File: src/rtl/gcr_pkg.sv
`default_nettype none
package gcr_pkg;

    localparam int unsigned SECTOR_BYTES = 256;
    localparam int unsigned GROUP_BYTES  = 5;
    localparam int unsigned FIFO_DEPTH   = 4;
    localparam int unsigned FIFO_PTR_W   = $clog2(FIFO_DEPTH);
    localparam int unsigned FIFO_CNT_W   = $clog2(FIFO_DEPTH + 1);

    localparam logic [7:0] SYNC_CODE = 8'hFF;
    localparam logic [7:0] GAP_CODE  = 8'h55;
    localparam logic [7:0] HDR_MARK  = 8'h08;
    localparam logic [7:0] DATA_MARK = 8'h07;
    localparam logic [7:0] HDR_PAD   = 8'h0F;

    localparam logic [4:0] GCR_TABLE [16] = '{
        5'h0A, 5'h0B, 5'h12, 5'h13, 5'h0E, 5'h0F, 5'h16, 5'h17,
        5'h09, 5'h19, 5'h1A, 5'h1B, 5'h0D, 5'h1D, 5'h1E, 5'h15
    };

    typedef enum logic [1:0] {
        CMD_HEADER = 2'd0,
        CMD_GROUP  = 2'd1,
        CMD_LAST   = 2'd2
    } cmd_kind_t;

    typedef struct packed {
        cmd_kind_t   kind;
        logic [31:0] word;
    } cmd_t;

    typedef struct packed {
        logic empty;
        logic full;
    } fifo_status_t;

    function automatic logic [39:0] gcr_encode(input logic [31:0] w);
        logic [39:0] res;
        res = '0;
        for (int i = 0; i < 8; i++)
        begin
            res[39 - 5 * i -: 5] = GCR_TABLE[w[31 - 4 * i -: 4]];
        end
        return res;
    endfunction

endpackage
`default_nettype wire

File: src/rtl/gcr_in_if.sv
`default_nettype none
interface gcr_in_if;
    logic       valid;
    logic       ready;
    logic [7:0] data_byte;
    logic [4:0] sector_number;
    logic [5:0] track_number;

    modport source (output valid, output data_byte, output sector_number,
                    output track_number, input ready);
    modport sink (input valid, input data_byte, input sector_number,
                  input track_number, output ready);
endinterface
`default_nettype wire

File: src/rtl/gcr_out_if.sv
`default_nettype none
interface gcr_out_if;
    logic       valid;
    logic       ready;
    logic [7:0] coded_byte;
    logic       sync_mark;
    logic       last_of_run;

    modport source (output valid, output coded_byte, output sync_mark,
                    output last_of_run, input ready);
    modport sink (input valid, input coded_byte, input sync_mark,
                  input last_of_run, output ready);
endinterface
`default_nettype wire

File: src/rtl/gcr_front.sv
`default_nettype none
module gcr_front (
    input  wire logic                  clk,
    input  wire logic                  rst_n,
    gcr_in_if.sink                     in_ch,
    input  wire logic [7:0]            disk_id_first,
    input  wire logic [7:0]            disk_id_second,
    input  wire gcr_pkg::fifo_status_t stat,
    output logic                       push,
    output gcr_pkg::cmd_t              push_cmd
);
    import gcr_pkg::*;

    logic [7:0]  pos_reg, pos_next;
    logic [7:0]  chk_reg, chk_next;
    logic [23:0] grp_reg, grp_next;
    logic        accept;
    logic [7:0]  chk_base;
    logic [23:0] grp_base;
    logic [7:0]  hdr_chk;
    logic        first_byte;
    logic        last_byte;
    logic        group_end;

    assign in_ch.ready = !stat.full;
    assign accept      = in_ch.valid && in_ch.ready;
    assign first_byte  = (pos_reg == 8'd0);
    assign last_byte   = (pos_reg == 8'(SECTOR_BYTES - 1));
    assign group_end   = (pos_reg[1:0] == 2'd2);

    assign hdr_chk = {3'b000, in_ch.sector_number} ^ {2'b00, in_ch.track_number}
                   ^ disk_id_second ^ disk_id_first;

    always_comb
    begin
        chk_base = first_byte ? 8'h00 : chk_reg;
        grp_base = first_byte ? {16'h0000, DATA_MARK} : grp_reg;
        chk_next = chk_reg;
        grp_next = grp_reg;
        pos_next = pos_reg;
        push     = 1'b0;
        push_cmd = '{kind: CMD_GROUP, word: {grp_base, in_ch.data_byte}};
        if (accept)
        begin
            chk_next = chk_base ^ in_ch.data_byte;
            pos_next = pos_reg + 8'd1;
            if (first_byte)
            begin
                push     = 1'b1;
                push_cmd = '{kind: CMD_HEADER,
                             word: {HDR_MARK, hdr_chk, 3'b000, in_ch.sector_number,
                                    2'b00, in_ch.track_number}};
                grp_next = {grp_base[15:0], in_ch.data_byte};
            end
            else if (last_byte)
            begin
                push     = 1'b1;
                push_cmd = '{kind: CMD_LAST, word: {in_ch.data_byte, chk_next, 16'h0000}};
                grp_next = '0;
            end
            else if (group_end)
            begin
                push     = 1'b1;
                grp_next = '0;
            end
            else
            begin
                grp_next = {grp_base[15:0], in_ch.data_byte};
            end
        end
    end

    always_ff @(posedge clk or negedge rst_n)
    begin
        if (!rst_n)
        begin
            pos_reg <= '0;
            chk_reg <= '0;
            grp_reg <= '0;
        end
        else
        begin
            pos_reg <= pos_next;
            chk_reg <= chk_next;
            grp_reg <= grp_next;
        end
    end

endmodule
`default_nettype wire

File: src/rtl/gcr_fifo.sv
`default_nettype none
module gcr_fifo (
    input  wire logic                 clk,
    input  wire logic                 rst_n,
    input  wire logic                 push,
    input  wire gcr_pkg::cmd_t        push_cmd,
    input  wire logic                 pop,
    output gcr_pkg::cmd_t             head,
    output gcr_pkg::fifo_status_t     stat
);
    import gcr_pkg::*;

    cmd_t                  mem_reg [FIFO_DEPTH];
    logic [FIFO_PTR_W-1:0] wr_ptr_reg, wr_ptr_next;
    logic [FIFO_PTR_W-1:0] rd_ptr_reg, rd_ptr_next;
    logic [FIFO_CNT_W-1:0] cnt_reg, cnt_next;

    assign stat = '{empty: (cnt_reg == '0),
                    full:  (cnt_reg == FIFO_CNT_W'(FIFO_DEPTH))};
    assign head = mem_reg[rd_ptr_reg];

    always_comb
    begin
        wr_ptr_next = push ? wr_ptr_reg + 1'b1 : wr_ptr_reg;
        rd_ptr_next = pop ? rd_ptr_reg + 1'b1 : rd_ptr_reg;
        cnt_next    = cnt_reg;
        if (push && !pop)
        begin
            cnt_next = cnt_reg + 1'b1;
        end
        else if (pop && !push)
        begin
            cnt_next = cnt_reg - 1'b1;
        end
    end

    always_ff @(posedge clk)
    begin
        if (push)
        begin
            mem_reg[wr_ptr_reg] <= push_cmd;
        end
    end

    always_ff @(posedge clk or negedge rst_n)
    begin
        if (!rst_n)
        begin
            wr_ptr_reg <= '0;
            rd_ptr_reg <= '0;
            cnt_reg    <= '0;
        end
        else
        begin
            wr_ptr_reg <= wr_ptr_next;
            rd_ptr_reg <= rd_ptr_next;
            cnt_reg    <= cnt_next;
        end
    end

    a_no_overflow: assert property (@(posedge clk) disable iff (!rst_n)
        !(push && stat.full && !pop))
        else $error("push into full command queue");

    a_no_underflow: assert property (@(posedge clk) disable iff (!rst_n)
        !(pop && stat.empty))
        else $error("pop from empty command queue");

    a_count_drop: assert property (@(posedge clk) disable iff (!rst_n)
        (pop && !push) |=> (cnt_reg == $past(cnt_reg) - 1'b1))
        else $error("queue count out of step with pop");

endmodule
`default_nettype wire

File: src/rtl/gcr_back.sv
`default_nettype none
module gcr_back #(
    parameter int unsigned SYNC_BYTES = 10,
    parameter int unsigned GAP_BYTES  = 9
) (
    input  wire logic                  clk,
    input  wire logic                  rst_n,
    input  wire gcr_pkg::cmd_t         head,
    input  wire gcr_pkg::fifo_status_t stat,
    input  wire logic [7:0]            disk_id_first,
    input  wire logic [7:0]            disk_id_second,
    output logic                       pop,
    gcr_out_if.source                  out_ch
);
    import gcr_pkg::*;

    localparam int unsigned MAX_RUN_A = (SYNC_BYTES > GAP_BYTES) ? SYNC_BYTES : GAP_BYTES;
    localparam int unsigned MAX_RUN   = (MAX_RUN_A > GROUP_BYTES) ? MAX_RUN_A : GROUP_BYTES;
    localparam int unsigned CNT_W     = $clog2(MAX_RUN);
    localparam logic [CNT_W-1:0] SYNC_END  = CNT_W'(SYNC_BYTES - 1);
    localparam logic [CNT_W-1:0] GAP_END   = CNT_W'(GAP_BYTES - 1);
    localparam logic [CNT_W-1:0] GROUP_END = CNT_W'(GROUP_BYTES - 1);

    typedef enum logic [7:0] {
        ST_IDLE   = 8'b0000_0001,
        ST_SYNC_A = 8'b0000_0010,
        ST_HDR_A  = 8'b0000_0100,
        ST_HDR_B  = 8'b0000_1000,
        ST_GAP_A  = 8'b0001_0000,
        ST_SYNC_B = 8'b0010_0000,
        ST_DATA   = 8'b0100_0000,
        ST_TAIL   = 8'b1000_0000
    } state_t;

    state_t           state_reg, state_next;
    logic [CNT_W-1:0] cnt_reg, cnt_next;
    logic [39:0]      sh_reg, sh_next;
    logic             tail_reg, tail_next;
    logic             ov_reg, ov_next;
    logic [7:0]       ob_reg, ob_next;
    logic             os_reg, os_next;
    logic             ol_reg, ol_next;
    logic             fire;

    assign fire = (state_reg != ST_IDLE) && (!ov_reg || out_ch.ready);

    assign out_ch.valid       = ov_reg;
    assign out_ch.coded_byte  = ob_reg;
    assign out_ch.sync_mark   = os_reg;
    assign out_ch.last_of_run = ol_reg;

    always_comb
    begin
        logic [7:0] e_byte;
        logic       e_sync;
        logic       e_last;
        logic [39:0] shifted;
        e_byte     = sh_reg[39:32];
        e_sync     = 1'b0;
        e_last     = 1'b0;
        shifted    = {sh_reg[31:0], 8'h00};
        state_next = state_reg;
        cnt_next   = cnt_reg;
        sh_next    = sh_reg;
        tail_next  = tail_reg;
        pop        = 1'b0;
        case (state_reg)
            ST_IDLE:
            begin
                if (!stat.empty)
                begin
                    pop        = 1'b1;
                    sh_next    = gcr_encode(head.word);
                    cnt_next   = '0;
                    tail_next  = (head.kind == CMD_LAST);
                    state_next = (head.kind == CMD_HEADER) ? ST_SYNC_A : ST_DATA;
                end
            end
            ST_SYNC_A:
            begin
                e_byte = SYNC_CODE;
                e_sync = 1'b1;
                if (fire)
                begin
                    cnt_next = cnt_reg + 1'b1;
                    if (cnt_reg == SYNC_END)
                    begin
                        cnt_next   = '0;
                        state_next = ST_HDR_A;
                    end
                end
            end
            ST_HDR_A:
            begin
                if (fire)
                begin
                    sh_next  = shifted;
                    cnt_next = cnt_reg + 1'b1;
                    if (cnt_reg == GROUP_END)
                    begin
                        cnt_next   = '0;
                        sh_next    = gcr_encode({disk_id_second, disk_id_first,
                                                 HDR_PAD, HDR_PAD});
                        state_next = ST_HDR_B;
                    end
                end
            end
            ST_HDR_B:
            begin
                if (fire)
                begin
                    sh_next  = shifted;
                    cnt_next = cnt_reg + 1'b1;
                    if (cnt_reg == GROUP_END)
                    begin
                        cnt_next   = '0;
                        state_next = ST_GAP_A;
                    end
                end
            end
            ST_GAP_A:
            begin
                e_byte = GAP_CODE;
                if (fire)
                begin
                    cnt_next = cnt_reg + 1'b1;
                    if (cnt_reg == GAP_END)
                    begin
                        cnt_next   = '0;
                        state_next = ST_SYNC_B;
                    end
                end
            end
            ST_SYNC_B:
            begin
                e_byte = SYNC_CODE;
                e_sync = 1'b1;
                e_last = (cnt_reg == SYNC_END);
                if (fire)
                begin
                    cnt_next = cnt_reg + 1'b1;
                    if (cnt_reg == SYNC_END)
                    begin
                        cnt_next   = '0;
                        state_next = ST_IDLE;
                    end
                end
            end
            ST_DATA:
            begin
                e_last = (cnt_reg == GROUP_END) && !tail_reg;
                if (fire)
                begin
                    sh_next  = shifted;
                    cnt_next = cnt_reg + 1'b1;
                    if (cnt_reg == GROUP_END)
                    begin
                        cnt_next   = '0;
                        state_next = tail_reg ? ST_TAIL : ST_IDLE;
                    end
                end
            end
            ST_TAIL:
            begin
                e_byte = GAP_CODE;
                e_last = (cnt_reg == GAP_END);
                if (fire)
                begin
                    cnt_next = cnt_reg + 1'b1;
                    if (cnt_reg == GAP_END)
                    begin
                        cnt_next   = '0;
                        state_next = ST_IDLE;
                    end
                end
            end
            default:
            begin
                state_next = ST_IDLE;
                cnt_next   = '0;
            end
        endcase

        ov_next = ov_reg && !out_ch.ready;
        ob_next = ob_reg;
        os_next = os_reg;
        ol_next = ol_reg;
        if (fire)
        begin
            ov_next = 1'b1;
            ob_next = e_byte;
            os_next = e_sync;
            ol_next = e_last;
        end
    end

    always_ff @(posedge clk or negedge rst_n)
    begin
        if (!rst_n)
        begin
            state_reg <= ST_IDLE;
            cnt_reg   <= '0;
            tail_reg  <= 1'b0;
            ov_reg    <= 1'b0;
        end
        else
        begin
            state_reg <= state_next;
            cnt_reg   <= cnt_next;
            tail_reg  <= tail_next;
            ov_reg    <= ov_next;
        end
    end

    always_ff @(posedge clk)
    begin
        sh_reg <= sh_next;
        ob_reg <= ob_next;
        os_reg <= os_next;
        ol_reg <= ol_next;
    end

    function automatic logic e_last_check();
        return (state_reg == ST_SYNC_B && cnt_reg == SYNC_END)
            || (state_reg == ST_TAIL && cnt_reg == GAP_END)
            || (state_reg == ST_DATA && cnt_reg == GROUP_END && !tail_reg);
    endfunction

    a_sync_is_ff: assert property (@(posedge clk) disable iff (!rst_n)
        (ov_reg && os_reg) |-> (ob_reg == SYNC_CODE))
        else $error("sync byte carries a value other than the sync code");

    a_pop_starts: assert property (@(posedge clk) disable iff (!rst_n)
        pop |=> (state_reg == ST_SYNC_A || state_reg == ST_DATA))
        else $error("popped command did not start a run");

    a_last_ends_run: assert property (@(posedge clk) disable iff (!rst_n)
        (fire && e_last_check()) |=> (state_reg == ST_IDLE && ol_reg))
        else $error("final byte of a run did not close it");

endmodule
`default_nettype wire

File: src/rtl/gcr_sector_frame_encoder_unit.sv
`default_nettype none
// GCR sector frame encoder.
// in_ch takes one sector data byte per item, from byte 0 to byte 255; the
// sector and track fields are sampled with byte 0 only. out_ch gives the disk
// byte stream, one byte per item, with sync_mark on sync bytes and
// last_of_run on the final byte caused by an input item.
// Byte 0 causes 2*SYNC_BYTES + 10 + GAP_BYTES bytes (sync, coded header,
// gap, sync); bytes 2, 6, 10 up to 254 each cause one five-byte GCR group,
// byte 255 a group plus GAP_BYTES tail gap bytes; other bytes cause none.
// The front end accepts one item per cycle, while the queue is not full, into
// a four-entry command queue; the back end sequencer emits one output byte per
// cycle while out_ch is ready, and returns to idle to fetch each command. The
// first output byte passes the queue, the sequencer state and the output register.
// The disk id registers sit on the APB port (0x0: first id, 0x4: second id).
// Reset clears the sector position: the next item starts a new sector.
// A stall on out_ch holds the output register; the queue keeps taking items
// until it fills, then in_ch.ready drops.
module gcr_sector_frame_encoder_unit #(
    parameter int unsigned SYNC_BYTES = 10,
    parameter int unsigned GAP_BYTES  = 9
) (
    input  wire logic        clk,
    input  wire logic        rst_n,
    input  wire logic        psel,
    input  wire logic        penable,
    input  wire logic        pwrite,
    input  wire logic [2:0]  paddr,
    input  wire logic [31:0] pwdata,
    output logic [31:0]      prdata,
    output logic             pready,
    gcr_in_if.sink           in_ch,
    gcr_out_if.source        out_ch
);
    import gcr_pkg::*;

    logic [7:0]   disk_id_first_reg, disk_id_first_next;
    logic [7:0]   disk_id_second_reg, disk_id_second_next;
    logic         cfg_write;
    logic         push;
    logic         pop;
    cmd_t         push_cmd;
    cmd_t         head;
    fifo_status_t stat;

    assign pready    = 1'b1;
    assign cfg_write = psel && penable && pwrite && pready;
    assign prdata    = paddr[2] ? {24'h0, disk_id_second_reg} : {24'h0, disk_id_first_reg};

    always_comb
    begin
        disk_id_first_next  = disk_id_first_reg;
        disk_id_second_next = disk_id_second_reg;
        if (cfg_write)
        begin
            if (paddr[2])
            begin
                disk_id_second_next = pwdata[7:0];
            end
            else
            begin
                disk_id_first_next = pwdata[7:0];
            end
        end
    end

    always_ff @(posedge clk or negedge rst_n)
    begin
        if (!rst_n)
        begin
            disk_id_first_reg  <= '0;
            disk_id_second_reg <= '0;
        end
        else
        begin
            disk_id_first_reg  <= disk_id_first_next;
            disk_id_second_reg <= disk_id_second_next;
        end
    end

    gcr_front u_front (
        .clk            (clk),
        .rst_n          (rst_n),
        .in_ch          (in_ch),
        .disk_id_first  (disk_id_first_reg),
        .disk_id_second (disk_id_second_reg),
        .stat           (stat),
        .push           (push),
        .push_cmd       (push_cmd)
    );

    gcr_fifo u_fifo (
        .clk      (clk),
        .rst_n    (rst_n),
        .push     (push),
        .push_cmd (push_cmd),
        .pop      (pop),
        .head     (head),
        .stat     (stat)
    );

    gcr_back #(
        .SYNC_BYTES (SYNC_BYTES),
        .GAP_BYTES  (GAP_BYTES)
    ) u_back (
        .clk            (clk),
        .rst_n          (rst_n),
        .head           (head),
        .stat           (stat),
        .disk_id_first  (disk_id_first_reg),
        .disk_id_second (disk_id_second_reg),
        .pop            (pop),
        .out_ch         (out_ch)
    );

endmodule
`default_nettype wire

File: src/flat_wrapper.sv
// flat-port wrapper written by rule: the top's interface ports become plain ports
module gcr_sector_frame_encoder_unit_flat import gcr_pkg::*;
#(
    parameter int unsigned SYNC_BYTES = 10,
    parameter int unsigned GAP_BYTES  = 9
)
  (clk, rst_n, psel, penable, pwrite, paddr, pwdata, prdata, pready, in_ch_valid, in_ch_data_byte, in_ch_sector_number, in_ch_track_number, in_ch_ready, out_ch_valid, out_ch_coded_byte, out_ch_sync_mark, out_ch_last_of_run, out_ch_ready);
  gcr_in_if in_ch_i ();
  gcr_out_if out_ch_i ();
  input  wire logic clk;
  input  wire logic rst_n;
  input  wire logic psel;
  input  wire logic penable;
  input  wire logic pwrite;
  input  wire logic [2:0] paddr;
  input  wire logic [31:0] pwdata;
  output logic [31:0] prdata;
  output logic pready;
  input wire logic [$bits(in_ch_i.valid)-1:0] in_ch_valid;
  input wire logic [$bits(in_ch_i.data_byte)-1:0] in_ch_data_byte;
  input wire logic [$bits(in_ch_i.sector_number)-1:0] in_ch_sector_number;
  input wire logic [$bits(in_ch_i.track_number)-1:0] in_ch_track_number;
  output wire logic [$bits(in_ch_i.ready)-1:0] in_ch_ready;
  output wire logic [$bits(out_ch_i.valid)-1:0] out_ch_valid;
  output wire logic [$bits(out_ch_i.coded_byte)-1:0] out_ch_coded_byte;
  output wire logic [$bits(out_ch_i.sync_mark)-1:0] out_ch_sync_mark;
  output wire logic [$bits(out_ch_i.last_of_run)-1:0] out_ch_last_of_run;
  input wire logic [$bits(out_ch_i.ready)-1:0] out_ch_ready;
  assign in_ch_i.valid = in_ch_valid;
  assign in_ch_i.data_byte = in_ch_data_byte;
  assign in_ch_i.sector_number = in_ch_sector_number;
  assign in_ch_i.track_number = in_ch_track_number;
  assign in_ch_ready = in_ch_i.ready;
  assign out_ch_valid = out_ch_i.valid;
  assign out_ch_coded_byte = out_ch_i.coded_byte;
  assign out_ch_sync_mark = out_ch_i.sync_mark;
  assign out_ch_last_of_run = out_ch_i.last_of_run;
  assign out_ch_i.ready = out_ch_ready;
  gcr_sector_frame_encoder_unit #(.SYNC_BYTES(SYNC_BYTES), .GAP_BYTES(GAP_BYTES)) u_core (.clk(clk), .rst_n(rst_n), .psel(psel), .penable(penable), .pwrite(pwrite), .paddr(paddr), .pwdata(pwdata), .prdata(prdata), .pready(pready), .in_ch(in_ch_i), .out_ch(out_ch_i));
endmodule
File: config.mk
export PLATFORM = sky130hd
export DESIGN_NAME = gcr_sector_frame_encoder_unit_flat
export DESIGN_NICKNAME = d
export VERILOG_FILES = /design/src/rtl/gcr_pkg.sv /design/src/rtl/gcr_in_if.sv /design/src/rtl/gcr_out_if.sv /design/src/rtl/gcr_front.sv /design/src/rtl/gcr_fifo.sv /design/src/rtl/gcr_back.sv /design/src/rtl/gcr_sector_frame_encoder_unit.sv /design/src/flat_wrapper.sv
export SDC_FILE = /design/constraint.sdc
export NUM_CORES = 1
export LEC_CHECK = 0
export BUFFER_PORTS_ARGS = -buffer_cell sky130_fd_sc_hd__buf_4
export CAP_MARGIN = 20
export CORE_MARGIN = 2
export CORE_UTILIZATION = 30
export DETAILED_ROUTE_END_ITERATION = 6
export GPL_TIMING_DRIVEN = 1
export PLACE_DENSITY = 0.53
export SLEW_MARGIN = 15
export SYNTH_ARGS = -nofsm -noshare
export SYNTH_HDL_FRONTEND = slang
export SYNTH_SLANG_ARGS = --single-unit
export TNS_END_PERCENT = 5
File: constraint.sdc
create_clock -name clk -period 9.75 [get_ports clk]
set_input_delay 1.4625 -clock clk [delete_from_list [all_inputs] [get_ports clk]]
set_output_delay 1.4625 -clock clk [all_outputs]
set_load 0.05 [all_outputs]
Yosys cells after proc, flatten, opt, wreduce, memory -nomap -nowiden
Memories as Yosys holds them, arrays and structs flattened.
Cells that the tools add are included.
- memories: 13
- flip-flop bits (word level): 127
- memory bits (read-only): 960
- memory bits (writable): 136
- reduce and logical (&&, ||, !) cells: 30
- add/sub/neg operators: 6
- $lt $le $gt $ge: 12
- mux-type cells: 78
- equality and inequality tests: 35
- bitwise gates (word level): 18
- memory list (memory ; words ; width ; rd ports ; clocked after memory_dff ; wr ports ; RTL line ; source):
    u_core.u_fifo.mem_reg ; 4 ; 34 ; 1 ; 0 ; 1 ; gcr_fifo.sv:13 ; cmd_t mem_reg [FIFO_DEPTH];
    (name not given) ; 16 ; 5 ; 1 ; 0 ; 0 ; gcr_pkg.sv:42 ; res[39 - 5 * i -: 5] = GCR_TABLE[w[31 - 4 * i -: 4]];
    (name not given) ; 16 ; 5 ; 1 ; 0 ; 0 ; gcr_pkg.sv:42 ;
    (name not given) ; 16 ; 5 ; 1 ; 0 ; 0 ; gcr_pkg.sv:42 ;
    (name not given) ; 16 ; 5 ; 1 ; 0 ; 0 ; gcr_pkg.sv:42 ;
    (name not given) ; 16 ; 5 ; 1 ; 0 ; 0 ; gcr_pkg.sv:42 ;
    7 more memories ; -- ; -- ; -- ; -- ; -- ; -- ;
- operator list (operator ; number):
    $mux 40 ; 4
    $mux 8 ; 18
    $mux 5 ; 24
    $pmux 40 s3 ; 1
    $mux 34 ; 3
    $mux 24 ; 4
    $pmux 8 s8 ; 1
    $ge 5x5->1 const B ; 12
    $not 4->5 ; 12
    $ne 2x2->1 const B ; 15
    $mux 4 ; 7
    $eq 8x8->1 const B ; 2
    $pmux 4 s4 ; 1
    $pmux 8 s2 ; 1
    $xor 8x8->8 ; 2
    $reduce_and 15->1 ; 1
    $mux 1 ; 10
    $add 8x1->8 const B ; 1
    $eq 4x4->1 const B ; 2
    $eq 8x1->1 const B ; 1
    $eq 8x2->1 const B ; 1
    $eq 8x3->1 const B ; 1
    $eq 8x4->1 const B ; 1
    $eq 8x5->1 const B ; 1
    29 further kinds ; 53

Logic depth before layout (Yosys ltp)
Gate-level depths: netlist (run 1).
- depth after elaboration: 9
- depth in mapped cells: 12
- gate-level depth less buffers: 11

Hierarchy
A second synthesis (run 1) with hierarchy kept.
- cells, all modules: 893
- area, all modules: 12179.2 um2
- by module, submodules not included (module ; times used ; area an instance (um2) ; cells an instance):
    gcr_fifo ; 1 ; 5353.9 ; 212
    gcr_back ; 1 ; 3470.8 ; 339
    gcr_front ; 1 ; 2432.3 ; 272
    gcr_sector_frame_encoder_unit ; 1 ; 922.1 ; 70

Worst setup path after synthesis (run 1)
OpenSTA, ideal clock, no wires.
- path type: input to register
- start: in out_ch_ready
- end: reg u_core.u_back.sh_reg[0], enable pin
- setup time: 0.493 ns
- slack: 4.742 ns
- stages: 3
- buffers on the path: 0
- arrival: 4.515 ns
- path through: nand2b_1 nand2_1 o21ai_0
- longest elaborated chain between the ends: 4
- elaborated cells on any way between the ends: 5
- classes of those cells: eq/ne: 2; reduce/logical: 3
- RTL lines (what ; RTL line ; source):
    from (decl) ; flat_wrapper.sv:28 ; input wire logic [$bits(out_ch_i.ready)-1:0] out_ch_ready;
    $logic_or 1x1->1 (*) ; gcr_back.sv:45 ; assign fire = (state_reg != ST_IDLE) && (!ov_reg || out_ch.ready);
    $logic_and 1x1->1 (*) ; gcr_back.sv:45 ;
    $ne 2x1->1 (no line) or $ne 2x2->1 (tied branches) ; -- ;
    $reduce_and 4->1 (no line) (*) ; -- ;
    to (signal assigned) ; gcr_back.sv:217 ; sh_reg <= sh_next;
    to (decl) ; gcr_back.sv:37 ; logic [39:0] sh_reg, sh_next;
Every way passes the cells marked *; elsewhere a longest branch is shown, timed or not.
A chain may end at the register's enable or synchronous reset.

==> flow_summary.ini, run 1 <==
[sta]
worst_pin_slew_ps = 1020
setup_violations = 0
fmax_mhz = 246
setup_tns_ps = 0
clock_skew_ps = 14.4
slew_headroom_pct = 32.1
timing.final.hold_violations = 0
drv_slew = 0
fin_crit_ps = 4070
grt_setup_unrepaired = no
min_period_over_period_pct = 41.7

[worst_setup_path]
critPathCapture = u_core.u_fifo.mem_reg[2][16]
endpoint_kind = flop
cp-startpoint = in_ch_valid
critPathMaxFanout = 27
reg2reg_from = u_core.u_fifo.cnt_reg[1]
path_class = primary input to flop
worstPathRequired_ps = 10120
startpoint_type = primary input
r2r_cells = 7
r2r-end = u_core.u_fifo.mem_reg[2][16]
cp.arrival_ps = 4440
reg2reg_slack_ps = 6150

[drt]
drt_iter0_markers = 595
routed_wl_um = 28400
drt_first_pass_iters = 7
drc = 0
detail-route-antenna-nets = 0
vias = 7293
via_per_inst = 4.90
avgRoutedWirePerCell_um = 19.1

[cells_and_area]
drive_gt1_share_pct = 19.8
fillers = 3839
syn_to_final_growth_pct = 16.2
largest_register_ffs = 136
finalNetCount = 1013
final_cells = 1487
diodes = 0

[synthesis]
yosysTopAreaCellShare_pct = 46.8
synth_area_um2 = 11900
synthCells = 878
synthTopCellsByArea = edfxtp_1 (47%), dfrtp_1 (16%), mux4_2 (5.8%), nand2_1 (3.1%), a22o_1 (2.6%)
yosysUniqueCellTypes = 62
synthFlopType = edfxtp_1
synth_seq_cells = 263
ys_warn_count = 0
synth_edf_count = 186
synthArstFlopShare_pct = 29.3
ys_seq_area_share_pct = 62.9
syn_avg_cell_area_um2 = 13.6
yosys.area.top_type = edfxtp_1

[global_routing]
grt_pass1_vias = 6979
grt_use_total_pct = 13.7
grt_max_degree = 62
grt_first_pass_wirelength_um = 43200
grt_antenna_before_repair = 0
overflow = 0

[clocking]
clk_path_buf_depth = 3
cts_hold_buf = 0
clk_pin_slew_ps = 60
cts_resized = 0
cts_buffers = 28
insertion_delay_ps = 550
tritoncts = built
clock_tree.root_cell = clkbuf_16
cts_sinks = 263
htreeDepth = 1
cts_setup_buffers = 0

[floorplan]
die_y_um = 204
coreArea_um2 = 39500
start_util_pct = 30.2
dieArea_um2 = 41400
die_w_um = 204
row_count = 73
boundaryPins = 106

[pwr]
p_total_mw = 4.68
p_per_area_nw_per_um2 = 338
power_leakage_nw = 5.22
peakVddDrop_mv = 0.142

[run_status]
outcome = completed

[place]
gp_congestion = 0.807
portBuffers = 54
post-place-cells = 1435
hpwl_um = 18900

[min_path]
hold_path_class = flop to flop

[flow_run]
maxCapViolCount = 0
## synth_stat cells (5+ instances only)
cell      count
inv_1        26
a211oi_1      7
mux2_2       27
a21o_1        6
mux4_2       31
dfrtp_1      76
xnor2_1      28
nor2b_1       7
o22ai_1      10
and2_1       10
buf_4        26
a311oi_1      8
clkbuf_1     19
a22oi_1       5
buf_2        10
nor2_1       36
ha_1         11
nand2_1      99
a22o_1       35
and3_1        9
or2_2         5
mux2i_1      12
a21oi_1      51
nor3_1        7
o21ai_1      11
edfxtp_1    186
xor2_1       14
nand3_1      23
nand4_1       6
a31oi_1       9
o21ai_0      21
## cell usage in the layout, fill, tap and decap left out, types with 6 or more instances in the layout
| cell type | netlist | routed |
|---|---|---|
| nand2_1 | 99 | 99 |
| o21ai_1 | 11 | 11 |
| a311oi_1 | 8 | 8 |
| a211oi_1 | 7 | 7 |
| mux2i_1 | 12 | 12 |
| a21o_1 | 6 | 6 |
| nor2b_1 | 7 | 7 |
| inv_1 | 26 | 26 |
| mux2_2 | 27 | 27 |
| nand4_1 | 6 | 6 |
| edfxtp_1 | 186 | 186 |
| dfrtp_1 | 76 | 75 |
| mux4_2 | 31 | 31 |
| nor2_1 | 36 | 36 |
| xor2_1 | 14 | 14 |
| and2_1 | 10 | 10 |
| ha_1 | 11 | 11 |
| a31oi_1 | 9 | 9 |
| clkbuf_16 | 0 | 28 |
| o22ai_1 | 10 | 10 |
| buf_4 | 26 | 65 |
| and3_1 | 9 | 9 |
| a22o_1 | 35 | 35 |
| xnor2_1 | 28 | 28 |
| o21ai_0 | 21 | 20 |
| nor3_1 | 7 | 7 |
| a21oi_1 | 51 | 51 |
| bufinv_16 | 0 | 6 |
| conb_1 | 2 | 25 |
| nand3_1 | 23 | 23 |
## worst min path at each step
stage,end,slack [ps],start,depth (start not counted)
floorplan,u_core.u_front.pos_reg[4],460,u_core.u_front.pos_reg[4],1
global placement,u_core.u_back.out_ch.coded_byte[4],490,u_core.u_back.sh_reg[36],1
detailed placement,u_core.u_front.pos_reg[4],490,u_core.u_front.pos_reg[4],1
CTS,u_core.u_front.pos_reg[4],500,u_core.u_front.pos_reg[4],1
global route,u_core.u_front.grp_reg[10],520,u_core.u_front.grp_reg[10],2
finish,u_core.u_back.out_ch.coded_byte[2],500,u_core.u_back.sh_reg[34],1
## layer usage
layer / global-route usage (%) / wire, µm / part of all wire, %
met5: 0 / 0 / 0
met4: 3.08 / 520 / 1.8
met3: 2.49 / 1690 / 6.0
met2: 19.9 / 12400 / 44
met1: 21.1 / 13800 / 49
## report_power, final
part	internal [mW]	switching, mW
logic	0.629	1.05
clock network	0.690	0.460
registers	1.67	0.180
## stage by stage
step | hold WS (ps) | instance area (µm²) | utilization, % | setup WS, ps
floorplan | 461 | 12000 | - | 4740
global placement | 489 | 12900 | 32.5 | 5220
detailed placement | 488 | 12900 | 32.5 | 5150
CTS | 501 | 13900 | 35.1 | 5730
global route | 521 | 13900 | 35.1 | 5510
finish | 501 | 13900 | 35.1 | 5680
## cell type report
type,instances,area [µm²],area share [%]
sequential,263,7510,54.2
clock inverter,22,294,2.12
tap,525,657,4.74
timing repair buffer,65,488,3.52
clock buffer,30,708,5.11
inverter,27,101,0.731
multi-input combinational,555,4110,29.6
## worst max-delay path: stages
cell and delay (ps):
buf_4 110, a21boi_2 140, buf_4 230, nand4_1 710, clkinv_1 620, nor2_1 770
a22o_1 380
## kinds of logic (layout without fill, tap and decap cells)
| kind of cell | count (synthesis) | after routing | synth area share, % |
|---|---|---|---|
| multiplexers | 74 | 74 | 9.78 |
| AO/OA/AOI/OAI | 183 | 183 | 10.5 |
| flip-flops | 263 | 263 | 62.9 |
| XOR/XNOR | 42 | 42 | 3.08 |
| buffers and inverters | 83 | 144 | 3.53 |
| adder cells (fa/ha/maj) | 12 | 12 | 1.32 |
| other | 2 | 25 | 0.0629 |
| AND/OR/NAND/NOR | 219 | 219 | 8.82 |
No activity file was read; power rests on OpenSTA's default activity.
==> run 2: changes to the inputs <==
clock period = 4 ns   (was 9.75 ns; I/O delays follow)
==> flow_summary.ini, run 2 (synthesis results as in run 1) <==
[worst_setup_path]
critPathMaxFanout = 20
worstPathRequired_ps = 4310
endpoint_kind = flop
r2r-end = u_core.u_fifo.mem_reg[0][20]
startpoint_type = flop
cp-startpoint = u_core.u_front.pos_reg[0]
critPathCapture = u_core.u_fifo.mem_reg[0][20]
r2r_cells = 6
path_class = flop to flop
cp.arrival_ps = 3210
reg2reg_from = u_core.u_front.pos_reg[0]
reg2reg_slack_ps = 1110

[global_routing]
met3_usage_pct = 2.81
globalRouteMet2Util_pct = 19.8
grtUsageMet1_pct = 20.9
grt_use_total_pct = 13.7
grt_pass1_vias = 7120
overflow = 0
grt.busiest_layer = met1
grt_first_pass_wirelength_um = 43500
grt_max_degree = 59
grt_antenna_before_repair = 0

[drt]
drt_iter0_markers = 723
avgRoutedWirePerCell_um = 18.9
vias = 7283
routed_wl_um = 28200
drc = 0
detail-route-antenna-nets = 0
via_per_inst = 4.89
drt_first_pass_iters = 5

[floorplan]
row_count = 73
die_w_um = 204
coreArea_um2 = 39500
start_util_pct = 30.2
boundaryPins = 106
dieArea_um2 = 41400
die_y_um = 204

[cells_and_area]
diodes = 0
drive_gt1_share_pct = 19.9
final_cells = 1490
syn_to_final_growth_pct = 16.0
layout_commonest_cell = edfxtp_1
finalNetCount = 1017
mostFrequentLayoutCells = edfxtp_1 (186), nand2_1 (99), dfrtp_1 (75)
largest_register_ffs = 136
fillers = 3880

[sta]
worst_pin_slew_ps = 990
slew_headroom_pct = 34.0
timing.final.hold_violations = 0
min_period_over_period_pct = 72.4
fmax_mhz = 346
setup_slack_ps = 1110
drv_slew = 0
clock_skew_ps = 9.14
setup_tns_ps = 0
grt_setup_unrepaired = no
fin_crit_ps = 2890
setup_violations = 0

[place]
pre_cts_slack_ps = 1150
hpwl_um = 19000
portBuffers = 54
post-place-cells = 1440
gp_congestion = 0.798

[run_status]
outcome = completed

[flow_run]
maxCapViolCount = 0

[clocking]
cts_resized = 0
insertion_delay_ps = 550
cts_sinks = 263
htreeDepth = 1
cts_setup_buffers = 0
tritoncts = built
cts_hold_buf = 0
clk_path_buf_depth = 3
clock_tree.root_cell = clkbuf_16
cts_buffers = 27
clk_pin_slew_ps = 60

[pwr]
peakVddDrop_mv = 0.315
power_leakage_nw = 5.24
p_total_mw = 11.3
p_per_area_nw_per_um2 = 812

[min_path]
hold_path_class = primary input to asynchronous set/reset pin
run 2: worst max-delay path: stages, from the launching register on:
cell,delay (ps)
dfrtp_1,400
inv_1,120
ha_1,160
nor4b_1,320
and2_1,500
nand2_1,610
o22ai_1,550
run 2: power by group:
group | internal, mW | leakage [nW] | switching (mW)
clock network | 1.59 | 0.461 | 1.06
logic | 1.55 | 2.11 | 2.49
registers | 4.07 | 2.67 | 0.493
total | 7.21 | 5.24 | 4.05
run 2: worst min-delay path by stage:
stage | to | depth (start not counted) | slack (ps) | start
detailed placement | u_core.u_front.grp_reg[8] | 2 | 490 | u_core.u_front.grp_reg[8]
floorplan | u_core.disk_id_first_reg[0] | 0 | 300 | rst_n
global placement | u_core.u_front.grp_reg[8] | 2 | 480 | u_core.u_front.grp_reg[8]
global route | u_core.disk_id_first_reg[5] | 1 | 200 | rst_n
CTS | u_core.u_back.cnt_reg[1] | 1 | 160 | rst_n
finish | u_core.u_back.cnt_reg[0] | 1 | 140 | rst_n
run 2: metrics by stage:
stage / area [µm²] / hold slack, ps / util (%)
floorplan: 12000 / 304 / -
global placement: 12900 / 480 / 32.7
detailed placement: 12900 / 486 / 32.7
CTS: 13900 / 164 / 35.0
global route: 13900 / 196 / 35.0
finish: 13900 / 141 / 35.0
run 2: layer usage:
metal | wire length, µm | vias up
li1 | - | 3384
met1 | 13800 | 3666
met5 | 0 | -
met3 | 1770 | 41
met2 | 12100 | 192
met4 | 624 | 0
run 2: cell type report:
cell class / count / area (µm²) / share of cell area, %
flip-flops and latches: 263 / 7510 / 54.2
clock inverters: 18 / 233 / 1.68
repair buffers: 70 / 538 / 3.88
inverters: 27 / 101 / 0.732
clock buffers: 32 / 704 / 5.08
well taps: 525 / 657 / 4.74
multi-input cells: 555 / 4110 / 29.6
==> run 3: changes to the inputs <==
PLACE_DENSITY = 0.54   (was 0.53)
clock period = 2.4 ns   (was 4 ns; I/O delays follow)
==> flow_summary.ini, run 3 (synthesis results as in run 1) <==
[place]
portBuffers = 54
hpwl_um = 20200
gp_congestion = 0.788

[drt]
drt_iter0_markers = 512
via_per_inst = 4.85
detail-route-antenna-nets = 0
avgRoutedWirePerCell_um = 18.7
drc = 0
vias = 7447
drt_first_pass_iters = 7
routed_wl_um = 28700

[cells_and_area]
drive_gt1_share_pct = 24.1
mostFrequentLayoutCells = edfxtp_1 (186), buf_4 (108), nand2_1 (97)
diodes = 0
layout_commonest_cell = edfxtp_1
finalNetCount = 1065
syn_to_final_growth_pct = 19.7
largest_register_ffs = 136

[floorplan]
dieArea_um2 = 41400
row_count = 73
die_y_um = 204
die_w_um = 204
boundaryPins = 106
coreArea_um2 = 39500
start_util_pct = 30.2

[clocking]
tritoncts = built
cts_buffers = 27
clock_tree.root_cell = clkbuf_16
htreeDepth = 1
clk_pin_slew_ps = 60
cts_sinks = 263
clk_path_buf_depth = 3
insertion_delay_ps = 570

[global_routing]
grt_antenna_before_repair = 0
grt_first_pass_wirelength_um = 44600
grt_max_degree = 42
grt_pass1_vias = 7186
grt_use_total_pct = 14.1
overflow = 0

[pwr]
power_leakage_nw = 5.46
peakVddDrop_mv = 0.670
p_per_area_nw_per_um2 = 1340

[sta]
worst_pin_slew_ps = 780
grt_setup_unrepaired = yes
timing.final.hold_violations = 0
min_period_over_period_pct = 96.2
drv_slew = 0
setup_violations = 0
setup_tns_ps = 0
fin_crit_ps = 2310
slew_headroom_pct = 47.6
whs_ps = 44.8
fmax_mhz = 433
clock_skew_ps = 13.1

[worst_setup_path]
startpoint_type = flop
endpoint_kind = flop
worstPathRequired_ps = 2900
path_class = flop to flop
critPathMaxFanout = 4
cp.arrival_ps = 2800

[flow_run]
maxCapViolCount = 0

[run_status]
outcome = completed

[min_path]
hold_path_class = primary input to flop
==> run 3: cell count changes in the layout (fill, tap and decap cells not counted), sizes merged <==
| cell | previous run | this run |
|---|---|---|
| buf | 70 | 117 |
| clkbuf | 32 | 36 |
| clkinv | 12 | 8 |
| bufinv | 5 | 3 |
| clkinvlp | 1 | 2 |
| dlygate4sd3 | 0 | 1 |
==> run 3: worst paths after layout <==
| path | from | end | slack, ps | depth (start not counted) |
|---|---|---|---|---|
| worst max register to register | u_core.u_fifo.cnt_reg[2] | u_core.u_fifo.cnt_reg[2] | 90 | 9 |
| worst min register to register | u_core.u_front.grp_reg[10] | u_core.u_front.grp_reg[10] | 510 | 2 |
| worst max-delay path | u_core.u_fifo.cnt_reg[2] | u_core.u_fifo.cnt_reg[2] | 90 | 9 |
| worst min-delay path | pwdata[6] | u_core.disk_id_first_reg[6] | 40 | 2 |
| max in group asynchronous | rst_n | u_core.u_front.chk_reg[2] | 1360 | 3 |
| min in group asynchronous | rst_n | u_core.u_back.cnt_reg[0] | 340 | 2 |
==> run 3: critical path, cell delays in order, from the launching register on <==
cell      delay, ps
dfrtp_1         430
nor3_1          320
buf_4           190
nand2b_1        220
ha_2            230
inv_1            50
fa_1            380
xor2_1          160
nor2_1          110
xor2_1          150
==> run 3: layer usage <==
layer	wire, µm	part of all wire [%]	GRT usage [%]	up-vias
li1	-	-	-	3484
met1	14300	50	21.6	3738
met2	12600	44	20.9	187
met3	1230	4.3	2.11	38
met4	597	2.1	3.60	0
met5	0	0	0	-
==> run 3: layout make-up <==
type / count / area, µm²
Fill cell: 3836 / 25300
Sequential cell: 263 / 7510
Multi-Input combinational cell: 555 / 4160
Timing Repair Buffer: 118 / 1000
Clock buffer: 36 / 709
Tap cell: 525 / 657
Clock inverter: 13 / 156
Inverter: 27 / 101
==> run 3: per-stage QoR <==
stage / cells / utilization, % / power [mW] / setup WS [ps] / instance area, µm²
6_report: 1537 / 36.1 / 19.2 / 92.0 / 14300
5_1_grt: 1537 / 36.1 / 20.4 / -35.5 / 14300
4_1_cts: 1537 / 36.1 / 19.4 / 72.7 / 14300
3_5_place_dp: 1487 / 33.9 / 15.1 / -17.6 / 13400
3_3_place_gp: 1487 / 33.9 / 15.0 / 13.7 / 13400
2_1_floorplan: 901 / - / 12.5 / -29.3 / 12100
==> run 3: repair_timing <==
| item | CTS | global route |
|---|---|---|
| resized for setup | 1 | 2 |
| setup endpoints to repair | 34 | 62 |
| setup buffers | 0 | 0 |
| hold buffers | 1 | 0 |
| endpoints found under the hold margin | 37 | 0 |
| pin swaps | 0 | 1 |
==> run 3: power by group <==
group | total (mW) | internal, mW | leakage, nW | switching (mW)
sequential | 7.55 | 6.78 | 2.67 | 0.766
combinational | 7.49 | 3.12 | 2.38 | 4.37
clock | 4.19 | 2.41 | 0.416 | 1.78
